==> src/sv/cfp_pkg.sv <==
`timescale 1ns / 1ps
`default_nettype none
// -----------------------------------------------------------------------------
// cfp_pkg
// Types and constants shared by the checksum frame parser modules.
// -----------------------------------------------------------------------------
package cfp_pkg;

	// Frame layout
	localparam int unsigned HEADER_BYTES  = 5;
	localparam int unsigned TRAILER_BYTES = 2;
	localparam int unsigned CMD_BYTES     = 4;
	localparam int unsigned CNT_W         = 9;
	localparam int unsigned POS_W         = CNT_W + 1;
	localparam logic [CNT_W-1:0] COUNT_MAX = '1;

	// Result kind
	localparam logic KIND_PAYLOAD = 1'b0;
	localparam logic KIND_VERDICT = 1'b1;

	// Verdict status codes
	typedef enum logic [1:0] {
		ST_OK           = 2'd0,
		ST_TOO_SHORT    = 2'd1,
		ST_LEN_MISMATCH = 2'd2,
		ST_SUM_MISMATCH = 2'd3
	} status_t;

	// One result beat
	typedef struct packed {
		logic        kind;
		logic [7:0]  payload_byte;
		status_t     status;
		logic [31:0] command_word;
		logic [7:0]  payload_length;
		logic [15:0] received_checksum;
	} result_t;

endpackage : cfp_pkg
`default_nettype wire

==> src/sv/cfp_if.sv <==
`timescale 1ns / 1ps
`default_nettype none
// -----------------------------------------------------------------------------
// cfp_byte_if / cfp_result_if
// Valid/ready channels for frame bytes in and parser results out.
// -----------------------------------------------------------------------------
interface cfp_byte_if;
	logic       valid;
	logic       ready;
	logic [7:0] data_byte;
	logic       end_of_frame;

	modport source (output valid, output data_byte, output end_of_frame, input ready);
	modport sink   (input valid, input data_byte, input end_of_frame, output ready);
endinterface : cfp_byte_if

interface cfp_result_if;
	logic        valid;
	logic        ready;
	logic        kind;
	logic [7:0]  payload_byte;
	logic [1:0]  status;
	logic [31:0] command_word;
	logic [7:0]  payload_length;
	logic [15:0] received_checksum;

	modport source (output valid, output kind, output payload_byte, output status,
		output command_word, output payload_length, output received_checksum,
		input ready);
	modport sink   (input valid, input kind, input payload_byte, input status,
		input command_word, input payload_length, input received_checksum,
		output ready);
endinterface : cfp_result_if
`default_nettype wire

==> src/sv/cfp_parse.sv <==
`timescale 1ns / 1ps
`default_nettype none
// -----------------------------------------------------------------------------
// cfp_parse
// Per-frame state and the single-pass decode of one accepted byte beat.
// -----------------------------------------------------------------------------
module cfp_parse (
	input  wire                  clk,
	input  wire                  arst_n,
	input  wire                  take,
	input  wire [7:0]            data_byte,
	input  wire                  end_of_frame,
	output logic                 res_valid,
	output cfp_pkg::result_t     res
);
	import cfp_pkg::*;

	logic [CNT_W-1:0] cnt_q, cnt_nxt;
	logic [31:0]      cmd_q, cmd_nxt;
	logic [7:0]       len_q, len_nxt;
	logic [15:0]      sum_q, sum_nxt;
	logic [15:0]      held_q, held_nxt;
	logic [POS_W-1:0] pos_w;
	logic [7:0]       len_v;
	logic             in_payload;
	status_t          status;

	// Next frame state for this byte
	always_comb begin
		pos_w   = {1'b0, cnt_q};
		cmd_nxt = cmd_q;
		if (cnt_q < CNT_W'(CMD_BYTES)) begin
			cmd_nxt[{cnt_q[1:0], 3'b000} +: 8] = data_byte;
		end
		len_nxt  = (cnt_q == CNT_W'(CMD_BYTES)) ? data_byte : len_q;
		sum_nxt  = (cnt_q >= CNT_W'(2)) ? sum_q + {8'd0, held_q[15:8]} : sum_q;
		held_nxt = {held_q[7:0], data_byte};
		cnt_nxt  = (cnt_q < COUNT_MAX) ? cnt_q + CNT_W'(1) : cnt_q;
		in_payload = (cnt_q >= CNT_W'(HEADER_BYTES)) &&
			(pos_w < POS_W'(HEADER_BYTES) + {2'b00, len_nxt});
	end

	// Verdict, checks in priority order
	always_comb begin
		len_v = (cnt_q >= CNT_W'(CMD_BYTES)) ? len_nxt : 8'd0;
		if (cnt_q < CNT_W'(HEADER_BYTES + TRAILER_BYTES - 1)) begin
			status = ST_TOO_SHORT;
		end else if (pos_w != POS_W'(HEADER_BYTES + TRAILER_BYTES - 1) + {2'b00, len_v}) begin
			status = ST_LEN_MISMATCH;
		end else if (~sum_nxt != held_nxt) begin
			status = ST_SUM_MISMATCH;
		end else begin
			status = ST_OK;
		end
	end

	// Result beat
	always_comb begin
		res = '0;
		res_valid = 1'b0;
		if (end_of_frame) begin
			res_valid             = take;
			res.kind              = KIND_VERDICT;
			res.status            = status;
			res.command_word      = cmd_nxt;
			res.payload_length    = len_v;
			res.received_checksum = held_nxt;
		end else begin
			res_valid        = take && in_payload;
			res.kind         = KIND_PAYLOAD;
			res.payload_byte = data_byte;
		end
	end

	// Frame state registers; all but the length byte are cleared after the final byte
	always_ff @(posedge clk or negedge arst_n) begin
		if (!arst_n) begin
			cnt_q  <= '0;
			cmd_q  <= '0;
			len_q  <= '0;
			sum_q  <= '0;
			held_q <= '0;
		end else if (take) begin
			len_q <= len_nxt;
			if (end_of_frame) begin
				cnt_q  <= '0;
				cmd_q  <= '0;
				sum_q  <= '0;
				held_q <= '0;
			end else begin
				cnt_q  <= cnt_nxt;
				cmd_q  <= cmd_nxt;
				sum_q  <= sum_nxt;
				held_q <= held_nxt;
			end
		end
	end

endmodule : cfp_parse
`default_nettype wire

==> src/sv/cfp_out_buf.sv <==
`timescale 1ns / 1ps
`default_nettype none
// -----------------------------------------------------------------------------
// cfp_out_buf
// Two-entry result register: holds a finished beat while the next is decoded.
// -----------------------------------------------------------------------------
module cfp_out_buf (
	input  wire                  clk,
	input  wire                  arst_n,
	input  wire                  wr_en,
	input  cfp_pkg::result_t     wr_data,
	output logic                 not_full,
	output logic                 rd_valid,
	input  wire                  rd_ready,
	output cfp_pkg::result_t     rd_data
);
	import cfp_pkg::*;

	result_t    ent_q [2];
	logic       wr_ptr_q;
	logic       rd_ptr_q;
	logic [1:0] cnt_q;
	logic       rd_en;

	assign not_full = (cnt_q != 2'd2);
	assign rd_valid = (cnt_q != 2'd0);
	assign rd_en    = rd_valid && rd_ready;
	assign rd_data  = ent_q[rd_ptr_q];

	// Entry storage
	always_ff @(posedge clk) begin
		if (wr_en) begin
			ent_q[wr_ptr_q] <= wr_data;
		end
	end

	// Pointers and fill count
	always_ff @(posedge clk or negedge arst_n) begin
		if (!arst_n) begin
			wr_ptr_q <= 1'b0;
			rd_ptr_q <= 1'b0;
			cnt_q    <= 2'd0;
		end else begin
			if (wr_en) begin
				wr_ptr_q <= ~wr_ptr_q;
			end
			if (rd_en) begin
				rd_ptr_q <= ~rd_ptr_q;
			end
			case ({wr_en, rd_en})
				2'b10:   cnt_q <= cnt_q + 2'd1;
				2'b01:   cnt_q <= cnt_q - 2'd1;
				default: cnt_q <= cnt_q;
			endcase
		end
	end

endmodule : cfp_out_buf
`default_nettype wire

==> src/sv/checksum_frame_parser.sv <==
`timescale 1ns / 1ps
`default_nettype none
// -----------------------------------------------------------------------------
// checksum_frame_parser
// Streaming parser for length-prefixed frames with a complemented 16-bit sum.
//
//   channel    | dir | payload
//   -----------+-----+----------------------------------------------------------
//   byte_ch    | in  | data_byte, end_of_frame
//   result_ch  | out | kind, payload_byte, status, command_word, payload_length,
//              |     | received_checksum
//
// One byte beat per cycle; each result is buffered when its byte is taken and
// leaves on result_ch in order. The two-entry result buffer sets the rate:
// byte_ch.ready drops only while both entries are occupied. Reset clears the
// frame state and the buffer; the stored length byte also resets to zero.
// -----------------------------------------------------------------------------
module checksum_frame_parser (
	input wire             clk,
	input wire             arst_n,
	cfp_byte_if.sink       byte_ch,
	cfp_result_if.source   result_ch
);
	import cfp_pkg::*;

	logic    take;
	logic    buf_not_full;
	logic    res_valid;
	result_t res;
	result_t out_res;

	assign byte_ch.ready = buf_not_full;
	assign take          = byte_ch.valid && buf_not_full;

	// Byte decode and frame state
	cfp_parse u_parse (
		.clk          (clk),
		.arst_n       (arst_n),
		.take         (take),
		.data_byte    (byte_ch.data_byte),
		.end_of_frame (byte_ch.end_of_frame),
		.res_valid    (res_valid),
		.res          (res)
	);

	// Result register
	cfp_out_buf u_out_buf (
		.clk      (clk),
		.arst_n   (arst_n),
		.wr_en    (res_valid),
		.wr_data  (res),
		.not_full (buf_not_full),
		.rd_valid (result_ch.valid),
		.rd_ready (result_ch.ready),
		.rd_data  (out_res)
	);

	assign result_ch.kind              = out_res.kind;
	assign result_ch.payload_byte      = out_res.payload_byte;
	assign result_ch.status            = out_res.status;
	assign result_ch.command_word      = out_res.command_word;
	assign result_ch.payload_length    = out_res.payload_length;
	assign result_ch.received_checksum = out_res.received_checksum;

endmodule : checksum_frame_parser
`default_nettype wire
==> src/flat_wrapper.sv <==
// flat-port wrapper written by rule: the top's interface ports become plain ports
module checksum_frame_parser_flat import cfp_pkg::*;
  (clk, arst_n, byte_ch_valid, byte_ch_data_byte, byte_ch_end_of_frame, byte_ch_ready, result_ch_valid, result_ch_kind, result_ch_payload_byte, result_ch_status, result_ch_command_word, result_ch_payload_length, result_ch_received_checksum, result_ch_ready);
  cfp_byte_if byte_ch_i ();
  cfp_result_if result_ch_i ();
  input wire clk;
  input wire arst_n;
  input wire logic [$bits(byte_ch_i.valid)-1:0] byte_ch_valid;
  input wire logic [$bits(byte_ch_i.data_byte)-1:0] byte_ch_data_byte;
  input wire logic [$bits(byte_ch_i.end_of_frame)-1:0] byte_ch_end_of_frame;
  output wire logic [$bits(byte_ch_i.ready)-1:0] byte_ch_ready;
  output wire logic [$bits(result_ch_i.valid)-1:0] result_ch_valid;
  output wire logic [$bits(result_ch_i.kind)-1:0] result_ch_kind;
  output wire logic [$bits(result_ch_i.payload_byte)-1:0] result_ch_payload_byte;
  output wire logic [$bits(result_ch_i.status)-1:0] result_ch_status;
  output wire logic [$bits(result_ch_i.command_word)-1:0] result_ch_command_word;
  output wire logic [$bits(result_ch_i.payload_length)-1:0] result_ch_payload_length;
  output wire logic [$bits(result_ch_i.received_checksum)-1:0] result_ch_received_checksum;
  input wire logic [$bits(result_ch_i.ready)-1:0] result_ch_ready;
  assign byte_ch_i.valid = byte_ch_valid;
  assign byte_ch_i.data_byte = byte_ch_data_byte;
  assign byte_ch_i.end_of_frame = byte_ch_end_of_frame;
  assign byte_ch_ready = byte_ch_i.ready;
  assign result_ch_valid = result_ch_i.valid;
  assign result_ch_kind = result_ch_i.kind;
  assign result_ch_payload_byte = result_ch_i.payload_byte;
  assign result_ch_status = result_ch_i.status;
  assign result_ch_command_word = result_ch_i.command_word;
  assign result_ch_payload_length = result_ch_i.payload_length;
  assign result_ch_received_checksum = result_ch_i.received_checksum;
  assign result_ch_i.ready = result_ch_ready;
  checksum_frame_parser u_core (.clk(clk), .arst_n(arst_n), .byte_ch(byte_ch_i), .result_ch(result_ch_i));
endmodule
==> config.mk <==
export PLATFORM = sky130hd
export DESIGN_NAME = checksum_frame_parser_flat
export DESIGN_NICKNAME = d
export VERILOG_FILES = /design/src/sv/cfp_pkg.sv /design/src/sv/cfp_if.sv /design/src/sv/cfp_parse.sv /design/src/sv/cfp_out_buf.sv /design/src/sv/checksum_frame_parser.sv /design/src/flat_wrapper.sv
export SDC_FILE = /design/constraint.sdc
export NUM_CORES = 1
export LEC_CHECK = 0
export BUFFER_PORTS_ARGS = -buffer_cell sky130_fd_sc_hd__buf_2
export CAP_MARGIN = 40
export CORE_MARGIN = 8
export CORE_UTILIZATION = 35
export CTS_CLUSTER_DIAMETER = 40
export DETAILED_ROUTE_END_ITERATION = 6
export GPL_ROUTABILITY_DRIVEN = 0
export PLACE_DENSITY = 0.5
export RECOVER_POWER = 25
export SLEW_MARGIN = 20
export SYNTH_ARGS = -nofsm -noshare
export SYNTH_HDL_FRONTEND = slang
export SYNTH_SLANG_ARGS = --single-unit
==> constraint.sdc <==
create_clock -name clk -period 15.8 [get_ports clk]
set_input_delay 3.16 -clock clk [delete_from_list [all_inputs] [get_ports clk]]
set_output_delay 3.16 -clock clk [all_outputs]
set_load 0.01 [all_outputs]
==> run metrics <==
outcome=complete, but fails checks; violated checks=capacitance limit, slew limit; Pleak=around 5.0 nW; Setup TNS=0 ns; number of flops mapped to enable cells by yosys=approximately 130; initial antenna violation count=2; Final Hold Fails=0; All-Layer GR Usage=0.154; register area share after synthesis=0.545; Achievable Freq=roughly 140 MHz; most frequent cells in the layout=edfxtp_1, nand2_1, dfrtp_1; nets=between 1000 and 1500; peak supply drop=roughly 0.000076 V; Detailed Place HPWL=just under 20000 um; CP Buf/Inv Count=3; # rows=65; Worst slew margin=-0.982; number of setup violations in the final report=0; Reg clk slew, reported paths=0.05 ns; Post-Syn Nets=1033; largest net degree at the start of global routing=64; CP Launch Type=input port; fin util=0.416; Layout fillers=between 3000 and 4000; worst-skew pair later-pin latency=0.51 ns; first-pass GRT wire length=between 40000 and 50000 um; drt initial violations=just over 600; post-synthesis xor/xnor area fraction=0.0341; clk sinks=219; maxcap violations=4; postcts setup bufs=0; Clock Path Buffers=3; number of global-route vias before repair=slightly below 8000; Critical Path Max Stage Delay=between 2 and 2.5 ns; # port buffers=a little over 80; CTS tree=done; compound-cell area share of the yosys netlist=0.130; Hold Path Class=flop to flop; largest family of logic cells by synthesized area=simple AND/OR/NAND/NOR gates; Post-Synth Simple-Gate Area=0.134; Crit Path Max Fanout=50; gr ovfl total=0; post-CTS resize count=0; Area Overhead vs Synth=16.7%; most common cell after layout, fill and taps aside=edfxtp_1; CP most frequent cell=clkbuf_1; Data required, critical path=~16 ns; layout cells sized above 1=0.231; PD cells=around 190 nW/um2; Synth warnings=0; synthesis-stage register bit count=between 200 and 250; Clock Skew=about 0.020 ns; RSZ-0062 raised after global routing=false; pre-CTS setup slack=about 8.2 ns; final WL=approximately 30000 um; Die X=196 um; Post-synth ARST share=0.388; Worst Slack Setup Final=8.53 ns; Final Non-Filler Cells=approximately 1500; worst slew pin tran=between 2 and 3 ns; Die Area=around 38000 um2; Main synth FF type=edfxtp_1; period utilization=0.460; dpl cells=around 1400; Vert. Die Dim=~200 um; Setup CP Type=input port to asynchronous set/reset pin; Post-Synth Adder-Cell Area=0.0295; crit end category=asynchronous set/reset pin; Post-Syn Area=around 11000 um2; Slew Limit Fails=190; Syn Area/Cell=about 11 um2; initial core utilization=0.357; worst endpoint data arrival time=around 7 ns; Final ANT Viol Nets=0; I/O pin total=82; worst-path cell with the longest stage delay=clkbuf_1; Syn Inst Count=around 1000; DR vias=8007; cts hold-fix bufs=0; minimum clock period=a little over 7 ns; post-synthesis mux area share=0.0950; drt via density=5.38; DR DRC count=0; CTS Buf Count=36; Synth cell types=between 70 and 80; Clock Tree Root=clkbuf_16; crit-path cells=clkbuf_1 > clkbuf_1 > clkbuf_1; Crit path max-delay family=buffers and inverters; WL/cell=between 15 and 20 um; CTS H-tree depth=2; drt pass-1 iters=5; Core Region=about 32000 um2
==> synth_stat cells (7+ instances only) <==
cell / number / share of area
and2_1: 26 / 0.014
nor3_1: 17 / 0.0075
mux2_2: 81 / 0.081
nand4_1: 7 / 0.0039
a22oi_1: 69 / 0.046
nor2_1: 67 / 0.022
a21oi_1: 23 / 0.010
inv_1: 12 / 0.0040
nor2b_1: 13 / 0.0072
xor2_1: 16 / 0.012
nand3_1: 19 / 0.0084
mux2i_1: 16 / 0.014
o21ai_0: 70 / 0.031
dfrtp_1: 85 / 0.19
buf_1: 12 / 0.0040
a211oi_1: 7 / 0.0047
xnor2_1: 28 / 0.022
nand2_1: 104 / 0.035
edfxtp_1: 134 / 0.36
a31oi_1: 9 / 0.0050
ha_1: 25 / 0.028
clkbuf_1: 51 / 0.017
==> worst reg2reg max path: cells and delay by family, from the launching register on <==
kind	cells	cell delay, ns
XOR/XNOR	1	0.16
AO/OA/AOI/OAI	3	0.69
multiplexers	2	0.32
AND/OR/NAND/NOR	7	2.49
buffers and inverters	2	0.75
adder cells (fa/ha/maj)	2	0.37
flip-flops	1	0.76
==> logic make-up after synthesis <==
group / after synthesis
muxes: 97
adders and majority gates: 26
AOI/OAI and AO/OA: 223
buffers and inverters: 87
and+or+nand+nor: 298
DFF: 219
xor gates and xnor gates: 44
==> metrics by stage <==
stage / instance area [um2] / hold WS [ns] / power [mW]
after floorplan: 11300 / 0.450 / 1.49
after global placement: 12000 / 0.481 / 1.76
after detailed placement: 12100 / 0.482 / 1.77
after CTS: 13200 / 0.487 / 2.53
after global routing: 13200 / 0.514 / 2.65
final: 13200 / 0.488 / 2.49
==> metal layers <==
metal,global-route usage,share of wire
met4,0.0455,0.021
met3,0.0296,0.049
met2,0.246,0.46
met1,0.209,0.47
met5,0,0.00074
==> final cells by class <==
| type | instances | area, um2 | share of cell area |
|---|---|---|---|
| Clock buffer | 46 | 980 | 0.0744 |
| Sequential cell | 219 | 6150 | 0.467 |
| Clock inverter | 20 | 181 | 0.0138 |
| Inverter | 14 | 52.6 | 0.00399 |
| Antenna cell | 1 | 2.50 | 0.000190 |
| Multi-Input combinational cell | 688 | 4780 | 0.363 |
| Timing Repair Buffer | 97 | 519 | 0.0394 |
| Tap cell | 402 | 503 | 0.0382 |
==> report_power, final <==
part	switching [mW]	internal (mW)
combinational	0.521	0.352
clock	0.272	0.474
sequential	0.0983	0.769
==> final timing paths <==
check                                        start  depth (start not counted)                       endpoint  slack (ns)
max                                         arst_n                          3      u_core.u_out_buf.rd_ptr_q        8.53
min                        u_core.u_parse.len_q[4]                          2        u_core.u_parse.len_q[4]        0.49
max reg2reg                u_core.u_parse.cnt_q[2]                         17  u_core.u_out_buf.ent_q[0][56]        9.86
min reg2reg                u_core.u_parse.len_q[4]                          2        u_core.u_parse.len_q[4]        0.49
max in group clk              byte_ch_end_of_frame                          6  u_core.u_out_buf.ent_q[0][56]        8.68
min in group asynchronous                   arst_n                          1      u_core.u_parse.held_q[11]        3.05
==> state kept, by name, indices dropped and copies added (netlist names) <==
register	cells
u_core.u_out_buf.ent_q	134
u_core.u_out_buf.wr_ptr_q	1
u_core.u_parse.held_q	16
u_core.u_parse.cnt_q	9
u_core.u_parse.len_q	8
u_core.u_parse.cmd_q	32
u_core.u_out_buf.rd_ptr_q	1
u_core.u_out_buf.cnt_q	2
u_core.u_parse.sum_q	16
Power figures use the tool's default switching activity.
